<file path="src/rtl/rnk_pkg.sv">
`timescale 1ns / 1ps
// ----------------------------------------------------------------------------
// rnk_pkg
// Shared constants, types and state codes of the rank transform unit.
// ----------------------------------------------------------------------------
package rnk_pkg;

  localparam int MAX_ITEMS = 64;
  localparam int VAL_W     = 32;
  localparam int RANK_W    = 7;
  localparam int CNT_W     = $clog2(MAX_ITEMS);
  localparam int NUM_W     = $clog2(MAX_ITEMS + 1);

  localparam logic [CNT_W-1:0] CNT_ONE  = CNT_W'(1);
  localparam logic [NUM_W-1:0] NUM_ONE  = NUM_W'(1);
  localparam logic [NUM_W-1:0] NUM_MAX  = NUM_W'(MAX_ITEMS);
  localparam logic [RANK_W-1:0] RANK_ONE = RANK_W'(1);

  typedef enum logic [1:0] {
    ST_LOAD,
    ST_SETTLE,
    ST_DRAIN
  } state_t;

  typedef struct packed {
    logic                    vld;
    logic signed [VAL_W-1:0] val;
    logic [CNT_W-1:0]        cnt;
  } token_t;

  typedef struct packed {
    logic             occ;
    logic [CNT_W-1:0] cnt;
  } cell_stat_t;

  typedef struct packed {
    logic shift;
  } cell_ctrl_t;

endpackage

</file>
<file path="src/rtl/rnk_ctrl.sv">
`timescale 1ns / 1ps
// ----------------------------------------------------------------------------
// rnk_ctrl
// Batch sequencer: load, settle of the last token, and drain of the ranks.
// ----------------------------------------------------------------------------
module rnk_ctrl (
  input  logic                clk,
  input  logic                rst_n,
  input  logic                in_valid,
  input  logic                in_last,
  output logic                in_ready,
  output logic                inject,
  input  logic                tok_busy,
  input  logic                head_occ,
  output logic                out_valid,
  input  logic                out_ready,
  output logic                dropped,
  output rnk_pkg::cell_ctrl_t cell_ctrl
);

  rnk_pkg::state_t           state_r, state_nxt;
  logic [rnk_pkg::NUM_W-1:0] count_r, count_nxt;
  logic                      dropped_r, dropped_nxt;
  logic                      accept;
  logic                      full;

  assign full   = (count_r == rnk_pkg::NUM_MAX);
  assign accept = in_valid && in_ready;

  always_comb begin
    state_nxt = state_r;
    case (state_r)
      rnk_pkg::ST_LOAD: begin
        if (accept && in_last) state_nxt = rnk_pkg::ST_SETTLE;
      end
      rnk_pkg::ST_SETTLE: begin
        if (!tok_busy) state_nxt = rnk_pkg::ST_DRAIN;
      end
      rnk_pkg::ST_DRAIN: begin
        if (!head_occ) state_nxt = rnk_pkg::ST_LOAD;
      end
      default: state_nxt = rnk_pkg::ST_LOAD;
    endcase
  end

  always_comb begin
    in_ready        = 1'b0;
    out_valid       = 1'b0;
    count_nxt       = count_r;
    dropped_nxt     = dropped_r;
    case (state_r)
      rnk_pkg::ST_LOAD: begin
        in_ready = 1'b1;
        if (accept) begin
          if (full) dropped_nxt = 1'b1;
          else      count_nxt   = count_r + rnk_pkg::NUM_ONE;
        end
      end
      rnk_pkg::ST_SETTLE: begin
      end
      rnk_pkg::ST_DRAIN: begin
        out_valid = head_occ;
        if (!head_occ) begin
          count_nxt   = '0;
          dropped_nxt = 1'b0;
        end
      end
      default: begin
      end
    endcase
    inject          = accept && !full;
    cell_ctrl.shift = out_valid && out_ready;
  end

  always_ff @(posedge clk) begin
    if (!rst_n) begin
      state_r   <= rnk_pkg::ST_LOAD;
      count_r   <= '0;
      dropped_r <= 1'b0;
    end else begin
      state_r   <= state_nxt;
      count_r   <= count_nxt;
      dropped_r <= dropped_nxt;
    end
  end

  assign dropped = dropped_r;

  a_no_overlap: assert property (@(posedge clk) disable iff (!rst_n)
    !(in_ready && out_valid))
    else $error("input and result side open together");

  a_count_bound: assert property (@(posedge clk) disable iff (!rst_n)
    count_r <= rnk_pkg::NUM_MAX)
    else $error("element count beyond capacity");

  a_last_settles: assert property (@(posedge clk) disable iff (!rst_n)
    (accept && in_last) |=> (state_r == rnk_pkg::ST_SETTLE))
    else $error("last request did not close the batch");

  a_drop_when_full: assert property (@(posedge clk) disable iff (!rst_n)
    $rose(dropped_r) |-> (count_r == rnk_pkg::NUM_MAX))
    else $error("element dropped below capacity");

endmodule

</file>
<file path="config.mk">
export PLATFORM = sky130hd
export DESIGN_NAME = rnk_ctrl
export DESIGN_NICKNAME = d
export VERILOG_FILES = /design/src/rtl/rnk_pkg.sv /design/src/rtl/rnk_ctrl.sv
export SDC_FILE = /design/constraint.sdc
export NUM_CORES = 1
export LEC_CHECK = 0
export ABC_CLOCK_PERIOD_IN_PS = 3100
export BUFFER_PORTS_ARGS = -buffer_cell sky130_fd_sc_hd__buf_4
export CORE_AREA = 2 2 39 41
export CTS_CLUSTER_DIAMETER = 80
export DETAILED_ROUTE_END_ITERATION = 7
export DIE_AREA = 0 0 41 43
export HOLD_SLACK_MARGIN = 0.15
export PLACE_DENSITY = 0.7
export SYNTH_ARGS = -nofsm -noshare
export SYNTH_HDL_FRONTEND = slang
export SYNTH_SLANG_ARGS = --single-unit
</file>
<file path="constraint.sdc">
create_clock -name clk -period 3.1 [get_ports clk]
set_input_delay 0.155 -clock clk [delete_from_list [all_inputs] [get_ports clk]]
set_output_delay 0.155 -clock clk [all_outputs]
set_load 0.005 [all_outputs]
</file>
==> metrics.md <==
| Metric | Value |
|---|---|
| Pwr Density | 387 nW/µm² |
| Async set-reset flop share out of synthesis | 0% |
| DRC violations left | 0 |
| Met1 WL | approximately 550 µm |
| First-pass GRT wire length | 2040 µm |
| Drt pass-1 iters | 4 |
| Setup TNS | 0 ns |
| Slew margin rel. | 67.2% |
| Slew Limit Fails | 0 |
| Number of synthesized flops with an enable pin | 0 |
| Post-CTS setup buffer count | 0 |
| Root Buffer | clkbuf_4 |
| Syn Area/Cell | 8.53 µm² |
| Final Wtd Congestion | 0.812 |
| Post-synthesis cell area | 572 µm² |
| Cell chain of the critical path | inv_1 -> ha_1 -> nand2b_1 -> o41ai_4 -> inv_1 -> buf_4 |
| Std cell rows | 14 |
| WS Path Type | reg2out |
| Total track usage | 16.5% |
| Met3 WL | 71 µm |
| Die width | 41 µm |
| Multi-input gate area | between 300 and 400 µm² |
| Clock Latency Late Sink | roughly 0.26 ns |
| Most used cell, CP | inv_1 |
| Netlist cell types | 30 |
| Mapped Nets | 76 |
| Highest Signal Layer | met4 |
| H-tree levels | 1 |
| Yosys warnings | 0 |
| Final setup viols | 0 |
| Tmin final | 1.79 ns |
| Vias | roughly 540 |
| DRT iter0 DRCs | 12 |
| Post-CTS Resized | 0 |
| Remaining antenna violation count | 0 |
| Grt total ovfl | 0 |
| Mapped Cells | 67 |
| Worst-Margin Slew | 0.490 ns |
| Slowest stage delay, CP | roughly 0.5 ns |
| Synth area leader | dfxtp_1 |
| RSZ-0062 raised after global routing | no |
| Synth Flop Type | dfxtp_1 |
| Via count of the first global-routing pass | 515 |
| Worst-path clk slew | 0.06 ns |
| Largest net degree at the start of global routing | 10 |
| Num CTS Buffers | 3 |
| Layout cells sized above 1 | 22.5% |
| Post-DR wirelength/cell | 12.8 µm |
| Nets | 91 |
| Worst slack at placement | 1.48 ns |
| Num ports | 12 |
| Vias per cell | 5.61 |
| Core box area | 1380 µm² |
| Die area | 1760 µm² |
| Required @ worst endpoint | 2.94 ns |
| Hpwl dp | 925 µm |
| Port buffer count | 11 |
| Antenna violations before repair | 0 |
| Top cells by area, synth | dfxtp_1, o41ai_4, a21oi_1 |
| Die Ht | 43 µm |
| Static Leak | 0.000288 µW |
| Area delta synth->final | 21.2% |
| Met2 WL post-DR | 592 µm |
| Clock Tree Buf Depth | 2 |
| Clock skew | 0.000360 ns |
| Setup ws final | between 1 and 1.5 ns |
| Outcome | finished clean |
| CP endpoint kind | primary output |
| Data arrival time of the worst path | 1.64 ns |
| Hold_buf cts | 0 |
| Final period utilization | 57.8% |
| Final Hold Fails | 0 |
| Register area | roughly 200 µm² |
| Hold Path Class | in2reg |
| Initial Utilization | 41.3% |
| Setup crit start kind | flip-flop |
| Worst VDD drop | 271 µV |
| Seq/Total Area, Yosys | roughly a third |
| Post-synth top area share | a little over a third |
| Crit-path max FO | 8 |
| Fmax | between 0.5 and 0.6 GHz |
| Fillcell total | about 140 |
| TritonCTS clock tree | yes |
| # diodes | 0 |
| Clk sinks | 10 |
| Max-Cap Viols | 0 |
| Slowest CP cell | o41ai_4 |
| Seq cells post-synth | 10 |
| Drt total wl | 1230 µm |
critical path, delay by kind of cell, from the launching register on:
family	cells	cell delay (ns)
compound gates	1	0.50
fa+ha+maj	1	0.14
buf+inv	3	0.31
flops	1	0.33
simple gates	1	0.10
cells in the final DEF, fill, tap and decap left out, types with 2 or more instances in the layout:
master | Yosys | final
dfxtp_1 | 10 | 10
inv_1 | 5 | 5
a211oi_1 | 2 | 2
clkbuf_4 | 0 | 3
nor2_1 | 5 | 5
nand2_1 | 6 | 6
o21a_1 | 2 | 2
nand3_1 | 4 | 4
nor3b_1 | 2 | 2
buf_4 | 0 | 11
nand2b_1 | 2 | 2
nor3_1 | 3 | 3
ha_1 | 2 | 2
and3_1 | 2 | 2
a21oi_1 | 5 | 5
cells in the mapped netlist (all sizes together) (2+ instances only):
master / count
nor3b: 3
nor2: 5
o21a: 2
and3: 2
nor3: 3
o21ai: 2
nand2b: 2
a211oi: 2
inv: 5
nand3: 4
ha: 2
nand2: 6
dfxtp: 10
a21oi: 5
power by group:
group	total (µW)	leakage, µW	switching [µW]	internal, µW
Sequential	137	0.0000811	5.12	132
Combinational	41.8	0.000193	21.9	19.9
Clock	89.5	0.0000138	44.6	44.9
Total	269	0.000288	71.6	197
layer usage:
layer / GRT usage, % / vias to the layer above
met5: 0 / -
met4: 4.67 / 0
met3: 5.24 / 2
met2: 25.3 / 19
met1: 21.4 / 244
li1: - / 274
final timing paths:
kind               from  depth (start not counted)  slack [ns]          to
max reg2reg  count_r[0]                          6        1.48  count_r[1]
min               rst_n                          2        0.17  count_r[2]
max          count_r[0]                          6        1.31      inject
min reg2reg     dropped                          2        0.51     dropped
flip-flops by register name, summed over array words and instances, names as in the netlist:
signal	cells
dropped	1
state_r	2
count_r	7
cells by family after synthesis:
group / count (synthesis) / share of synthesized area, %
AND/OR/NAND/NOR: 31 / 31.1
AO/OA/AOI/OAI: 18 / 25.6
flip-flops: 10 / 35.0
buffers and inverters: 6 / 3.94
adder cells (fa/ha/maj): 2 / 4.38
area by class of cell:
type                    count  area share [%]
clock buffers               3            3.25
well taps                  16            2.89
multi-input cells          51            50.4
inverters                   5            2.71
flip-flops and latches     10            28.9
repair buffers             11            11.9
metrics by stage:
stage          cell area (µm²)  utilization, %  instances  hold slack (ns)  total power (µW)
6_report                   693            50.1         96            0.172               269
5_1_grt                    693            50.1         96            0.193               278
2_1_floorplan              572               -         67            0.336               166
4_1_cts                    693            50.1         96            0.180               268
3_3_place_gp               671            48.5         93            0.450               181
3_5_place_dp               671            48.5         93            0.449               182
No activity file was read; power rests on OpenSTA's default activity.
