==> src/rtl/rnk_pkg.sv <==
`timescale 1ns / 1ps
// ----------------------------------------------------------------------------
// rnk_pkg
// Shared constants, types and state codes of the rank transform unit.
// ----------------------------------------------------------------------------
package rnk_pkg;

  localparam int MAX_ITEMS = 64;
  localparam int VAL_W     = 32;
  localparam int RANK_W    = 7;
  localparam int CNT_W     = $clog2(MAX_ITEMS);
  localparam int NUM_W     = $clog2(MAX_ITEMS + 1);

  localparam logic [CNT_W-1:0] CNT_ONE  = CNT_W'(1);
  localparam logic [NUM_W-1:0] NUM_ONE  = NUM_W'(1);
  localparam logic [NUM_W-1:0] NUM_MAX  = NUM_W'(MAX_ITEMS);
  localparam logic [RANK_W-1:0] RANK_ONE = RANK_W'(1);

  typedef enum logic [1:0] {
    ST_LOAD,
    ST_SETTLE,
    ST_DRAIN
  } state_t;

  typedef struct packed {
    logic                    vld;
    logic signed [VAL_W-1:0] val;
    logic [CNT_W-1:0]        cnt;
  } token_t;

  typedef struct packed {
    logic             occ;
    logic [CNT_W-1:0] cnt;
  } cell_stat_t;

  typedef struct packed {
    logic shift;
  } cell_ctrl_t;

endpackage

==> src/rtl/rnk_cell.sv <==
`timescale 1ns / 1ps
// ----------------------------------------------------------------------------
// rnk_cell
// One compare cell: holds a stored value and its count of smaller values, and
// while occupied passes a traveling request token to the next cell each cycle.
// ----------------------------------------------------------------------------
module rnk_cell (
  input  logic                clk,
  input  logic                rst_n,
  input  rnk_pkg::cell_ctrl_t ctrl,
  input  rnk_pkg::token_t     tok_in,
  output rnk_pkg::token_t     tok_out,
  input  rnk_pkg::cell_stat_t nbr_in,
  output rnk_pkg::cell_stat_t stat_out
);

  logic                             occ_r, occ_nxt;
  logic signed [rnk_pkg::VAL_W-1:0] val_r, val_nxt;
  logic [rnk_pkg::CNT_W-1:0]        cnt_r, cnt_nxt;
  rnk_pkg::token_t                  tok_r, tok_nxt;

  always_comb begin
    occ_nxt     = occ_r;
    val_nxt     = val_r;
    cnt_nxt     = cnt_r;
    tok_nxt     = tok_in;
    tok_nxt.vld = 1'b0;
    if (ctrl.shift) begin
      occ_nxt = nbr_in.occ;
      cnt_nxt = nbr_in.cnt;
    end else if (tok_in.vld) begin
      if (occ_r) begin
        // compare and pass the token on
        tok_nxt.vld = 1'b1;
        if ($signed(val_r) < $signed(tok_in.val)) begin
          tok_nxt.cnt = tok_in.cnt + rnk_pkg::CNT_ONE;
        end
        if ($signed(tok_in.val) < $signed(val_r)) begin
          cnt_nxt = cnt_r + rnk_pkg::CNT_ONE;
        end
      end else begin
        // lodge in the first empty cell
        occ_nxt = 1'b1;
        val_nxt = tok_in.val;
        cnt_nxt = tok_in.cnt;
      end
    end
  end

  always_ff @(posedge clk) begin
    val_r     <= val_nxt;
    cnt_r     <= cnt_nxt;
    tok_r.val <= tok_nxt.val;
    tok_r.cnt <= tok_nxt.cnt;
    if (!rst_n) begin
      occ_r     <= 1'b0;
      tok_r.vld <= 1'b0;
    end else begin
      occ_r     <= occ_nxt;
      tok_r.vld <= tok_nxt.vld;
    end
  end

  assign tok_out      = tok_r;
  assign stat_out.occ = occ_r;
  assign stat_out.cnt = cnt_r;

endmodule

==> config.mk <==
export PLATFORM = sky130hd
export DESIGN_NAME = rnk_cell
export DESIGN_NICKNAME = d
export VERILOG_FILES = /design/src/rtl/rnk_pkg.sv /design/src/rtl/rnk_cell.sv
export SDC_FILE = /design/constraint.sdc
export NUM_CORES = 1
export LEC_CHECK = 0
export ABC_AREA = 1
export BUFFER_PORTS_ARGS = -buffer_cell sky130_fd_sc_hd__buf_4
export CORE_ASPECT_RATIO = 0.9
export CORE_UTILIZATION = 45
export CTS_CLUSTER_DIAMETER = 60
export CTS_CLUSTER_SIZE = 16
export DETAILED_ROUTE_END_ITERATION = 6
export GPL_TIMING_DRIVEN = 0
export PLACE_DENSITY = 0.72
export SLEW_MARGIN = 20
export SYNTH_ARGS = -nofsm -noshare
export SYNTH_HDL_FRONTEND = slang
export SYNTH_SLANG_ARGS = --single-unit
==> constraint.sdc <==
create_clock -name clk -period 3.7 [get_ports clk]
set_input_delay 0.74 -clock clk [delete_from_list [all_inputs] [get_ports clk]]
set_output_delay 0.74 -clock clk [all_outputs]
set_load 0.005 [all_outputs]
==> impl_metrics.tcl, run 1 <==
set metrics [dict create \
    final_util_pct 61.3 \
    finalHoldViolations 0 \
    grt_pass1_vias 2256 \
    synthCells 313 \
    core_area_um2 7080 \
    drv_slew 0 \
    cts.sinks 78 \
    fin_cells 517 \
    nNetsFinal 502 \
    clk_latency_ps 340 \
    yosys_warnings 0 \
    wire_per_inst_um 11.8 \
    synth_cell_type_count 26 \
    status "finished, final reports clean" \
    worst_pin_slew_ps 529 \
    worstPathRequired_ps 3720 \
    holdPathEnd "tok_out[12]" \
    worstPathArrival_ps 2400 \
    syn-num-nets 396 \
    setup_tns_ps 0 \
    crit_path_end_kind "flop" \
    drt_wl_total_um 6100 \
    ir_drop_mv 0.202 \
    avgSynthCellArea_um2 10.5 \
    max_freq_mhz 421 \
    clock_skew_ps 5.45 \
    ys_ff_latch 78 \
    die-area_um2 7650 \
    hpwl_um 4700 \
    setup_violations 0 \
    cts_resized 0 \
    r2r_end "cnt_r[4]" \
    drtPass1Iterations 4 \
    cts.clk_slew.worst_paths_ps 80 \
    gr-usage-all-layers_pct 17.3 \
    antennaDiodeCount 0 \
    cts_tree "yes" \
    max-cap-violations 0 \
    r2r_cells 12 \
    vias_per_cell 4.61 \
    powerDensity_nw_per_um2 425 \
    ioPinCount 95 \
    path_class "in -> reg" \
    h-tree-depth 3 \
    drcViolationCount 0 \
    die_width_um 92.1 \
    start_util_pct 46.5 \
    hold_depth 1 \
    die_y_um 83.1 \
    crit_fanout 9 \
    numCtsBuffers 9 \
    leakagePower_uw 0.00213 \
    startpoint_type "input pin" \
    yosysSeqAreaShare_pct 59.1 \
    hold_path_startpoint "tok_in[12]" \
    root_buffer "clkbuf_8" \
    maxSlewHeadroom_pct 64.7 \
    clock_path_buffers 2 \
    drtAntennaViolNets 0 \
    place_inst 501 \
    vias 2384 \
    areaGrowthSynthToFinish_pct 32.0 \
    cts_setup_buffers 0 \
    hold_ws_ps 511 \
    syn_area_um2 3290 \
    grt_pass1_wl_um 10300 \
    rows 29 \
    drt_iter0_drc 66 \
    io_buffers 94 \
    min_period_ps 2380 \
    rsz0062_at_grt "no" \
    place_congestion 0.845 \
    drive_gt1_share_pct 29.5 \
    grt_overflow_total 0 \
    rrSetupSlack_ps 1480 \
    antenna_found_initial 0 \
    grt_max_degree 20 \
    r2r-start "val_r[23]" \
    post-route-period-util_pct 64.3 \
    total_power_uw 1840 \
    cts_hold_buf 0 \
    hp-class "in -> reg" \
]
## registers in the layout, summed over array words and instances, names as in the netlist
name,cells
cnt_r,6
occ_r,1
tok_out,39
val_r,32
## per-stage QoR
step / setup WS [ps] / area, µm²
after detailed placement: 953 / 4150
after floorplan: 770 / 3290
after global routing: 1180 / 4340
after CTS: 1340 / 4340
after global placement: -252 / 4110
final: 1320 / 4340
## layout make-up
cell class              count  area, µm²
clock inverters             7       71.3
clock buffers               9        124
repair buffers             95        733
plain buffers               2       11.3
multi-input cells         171       1110
flip-flops and latches     78       1940
inverters                  62        233
fillers                   616       2740
well taps                  93        116
## worst max-delay path by stage
stage | startpoint | endpoint | slack (ps)
3_3_place_gp | ctrl | val_r[5] | -250
2_1_floorplan | ctrl | val_r[0] | 770
4_1_cts | tok_in[29] | cnt_r[4] | 1340
3_5_place_dp | tok_in[29] | cnt_r[4] | 950
6_report | tok_in[29] | cnt_r[4] | 1320
5_1_grt | tok_in[29] | cnt_r[4] | 1180
## cell usage in the layout, fill, tap and decap left out, drive strengths merged
cell | Yosys | routed
nor2 | 20 | 20
edfxtp | 38 | 38
xor2 | 2 | 2
nand3 | 10 | 10
o211ai | 2 | 2
nor3 | 1 | 1
ha | 34 | 34
o21a | 2 | 2
clkinv | 0 | 4
a211oi | 1 | 1
xnor2 | 2 | 2
bufinv | 0 | 1
dfxtp | 40 | 40
nand4 | 10 | 10
clkbuf | 1 | 10
nand2 | 65 | 65
inv | 62 | 64
o221ai | 3 | 3
a21o | 1 | 1
a21oi | 15 | 15
o21ai | 3 | 3
buf | 1 | 96
## layer usage
metal  vias to the layer above  global-route usage [%]  part of all wire [%]
met5                         -                       0                     0
met4                         0                    8.10                   2.0
met3                        12                    3.21                   3.7
met2                        57                    27.3                    46
met1                      1081                    23.1                    48
li1                       1234                       -                     -
## synth_stat cells
cell	instances	area, µm²
o211ai_1	2	15.0
xnor2_1	2	17.5
o221ai_1	3	26.3
o21ai_0	3	15.0
nand4_1	10	62.6
a21oi_2	1	8.76
nand3_1	9	45.0
buf_4	1	7.51
nor2_2	3	18.8
nand3_2	1	10.0
a21o_1	1	7.51
ha_1	34	425
xor2_1	2	17.5
nand2_2	5	31.3
a21oi_1	14	70.1
nor2_4	1	11.3
nand2_1	59	221
o21a_1	2	15.0
dfxtp_1	40	801
nand2_4	1	11.3
nor2_1	16	60.1
nor3_1	1	5.00
edfxtp_1	38	1140
a211oi_1	1	7.51
inv_1	62	233
clkbuf_1	1	3.75
## cell families after synthesis
kind of cell    Yosys count  share of synthesized area (%)
simple gates            106                           14.5
flops                    78                           59.1
buf+inv                  64                           7.42
fa+ha+maj                34                           12.9
compound gates           27                           5.02
xor+xnor                  4                           1.07
## worst max-delay path, cell delays in order
cell	delay, ps
buf_4	120
ha_1	290
nand2_1	70
nor2_1	150
nand4_1	180
nor2_4	150
nand2_2	80
nand3_1	120
nand2_4	110
nand2_1	80
o21ai_0	70
inv_1	250
## power breakdown
part | internal (µW) | total [µW] | switching (µW)
clock | 314 | 632 | 318
combinational | 122 | 239 | 117
sequential | 955 | 974 | 18.3
total | 1390 | 1840 | 453
Power figures use the tool's default switching activity.
==> run 2: changes to the inputs <==
==> constraint.sdc (replaced) <==
create_clock -name clk -period 2.3 [get_ports clk]
set_input_delay 0.46 -clock clk [delete_from_list [all_inputs] [get_ports clk]]
set_output_delay 0.46 -clock clk [all_outputs]
set_load 0.005 [all_outputs]
==> impl_metrics.tcl, run 2 (synthesis results as in run 1) <==
set metrics [dict create \
    status "finished, final reports clean" \
    grt_max_degree 22 \
    path_class "reg -> reg" \
    cts.sinks 78 \
    leakagePower_uw 0.00212 \
    antennaDiodeCount 0 \
    setup_tns_ps 0 \
    antenna_found_initial 0 \
    total_power_uw 2860 \
    worstPathArrival_ps 2160 \
    grt_pass1_vias 2294 \
    worstPathRequired_ps 2350 \
    final_common_cell "buf_4" \
    start_util_pct 46.5 \
    root_buffer "clkbuf_8" \
    vias_per_cell 4.59 \
    cts_tree "yes" \
    grt_overflow_total 0 \
    die_y_um 83.1 \
    cts_hold_buf 0 \
    cts.clk_slew.worst_paths_ps 80 \
    internal-power_uw 2130 \
    post-route-period-util_pct 91.8 \
    nNetsFinal 503 \
    m1WireLength_um 2800 \
    wire_per_inst_um 11.7 \
    ioPinCount 95 \
    numCtsBuffers 9 \
    drt_iter0_drc 95 \
    clock_path_buffers 2 \
    clk_latency_ps 340 \
    hold_depth 1 \
    rrSetupSlack_ps 190 \
    rows 29 \
    areaGrowthSynthToFinish_pct 31.9 \
    drt_wl_total_um 6060 \
    die_width_um 92.1 \
    drcViolationCount 0 \
    place_inst 501 \
    dr_wl_met3_um 300 \
    highest_layer "met4" \
    seqPwrFrac_pct 54.8 \
    crit_path_end_kind "flop" \
    rsz0062_at_grt "no" \
    crit_fanout 9 \
    p_sw_share_pct 25.5 \
    grt_pass1_wl_um 10300 \
    max_freq_mhz 474 \
    met2_length_um 2870 \
    finalHoldViolations 0 \
    drv_slew 0 \
    pwr-share-comb_pct 13.6 \
    die-area_um2 7650 \
    largest_reg_flops 39 \
    r2r_cells 12 \
    hp-class "in -> reg" \
    maxSlewHeadroom_pct 68.3 \
    gr-usage-all-layers_pct 17.3 \
    h-tree-depth 3 \
    powerDensity_nw_per_um2 659 \
    startpoint_type "flop" \
    hpwl_um 4620 \
    worst_pin_slew_ps 474 \
    fin_cells 518 \
    io_buffers 94 \
    layout_common_cells "96 x buf_4, 61 x inv_1, 59 x nand2_1" \
    drtPass1Iterations 4 \
    ir_drop_mv 0.438 \
    max-cap-violations 0 \
    drtAntennaViolNets 0 \
    core_area_um2 7080 \
    vias 2378 \
    p_sw_uw 730 \
    drive_gt1_share_pct 30.1 \
    place_congestion 0.846 \
    setup_violations 0 \
    clock_skew_ps 7.56 \
    min_period_ps 2110 \
    p_clk_share_pct 31.6 \
]
==> run 2: worst paths after layout <==
check	start	to
setup / recovery	val_r[23]	cnt_r[4]
hold / removal	tok_in[12]	tok_out[12]
setup reg to reg	val_r[23]	cnt_r[4]
hold reg to reg	occ_r	occ_r
==> run 2: area by class of cell <==
type,count,area [µm²]
Fill cell,578,2740
Sequential cell,78,1940
Multi-Input combinational cell,171,1120
Timing Repair Buffer,96,741
Inverter,62,233
Clock buffer,9,124
Tap cell,93,116
Clock inverter,7,47.5
Buffer,2,11.3
==> run 2: through the flow <==
step | util (%) | hold WS [ps] | worst slack [ps] | area [µm²]
2_1_floorplan | - | 488 | 180 | 3290
3_3_place_gp | 58.1 | 585 | -547 | 4110
3_5_place_dp | 58.6 | 584 | -161 | 4150
4_1_cts | 61.0 | 205 | 64.6 | 4320
5_1_grt | 61.3 | 198 | 20.5 | 4340
6_report | 61.3 | 228 | 189 | 4340
==> run 2: critical path: stages (launching register included) <==
cell and delay (ps):
edfxtp_1 330, inv_1 40, ha_1 280, nand2_1 70, nor2_1 150, nand4_1 200, nor2_4 160, nand2_2 80
nand3_2 90, nand2_4 90, nand2_1 70, o21ai_0 90, inv_2 160
==> run 2: what timing repair did <==
action / CTS / global route
gates resized for setup: 0 / 3
buffers inserted: 0 / 1
setup endpoints to repair: 0 / 6
==> run 2: power groups by stage <==
stage	registers, µW	clock network [µW]	logic [µW]
2_1_floorplan	1600	0	172
3_3_place_gp	1600	0	370
3_5_place_dp	1600	0	387
4_1_cts	1570	940	390
5_1_grt	1580	995	440
6_report	1570	903	388
==> run 2: metal layers <==
metal,vias up,GRT usage [%]
met5,-,0
met1,1071,22.1
met4,0,6.11
met2,63,27.6
li1,1235,-
met3,9,5.49
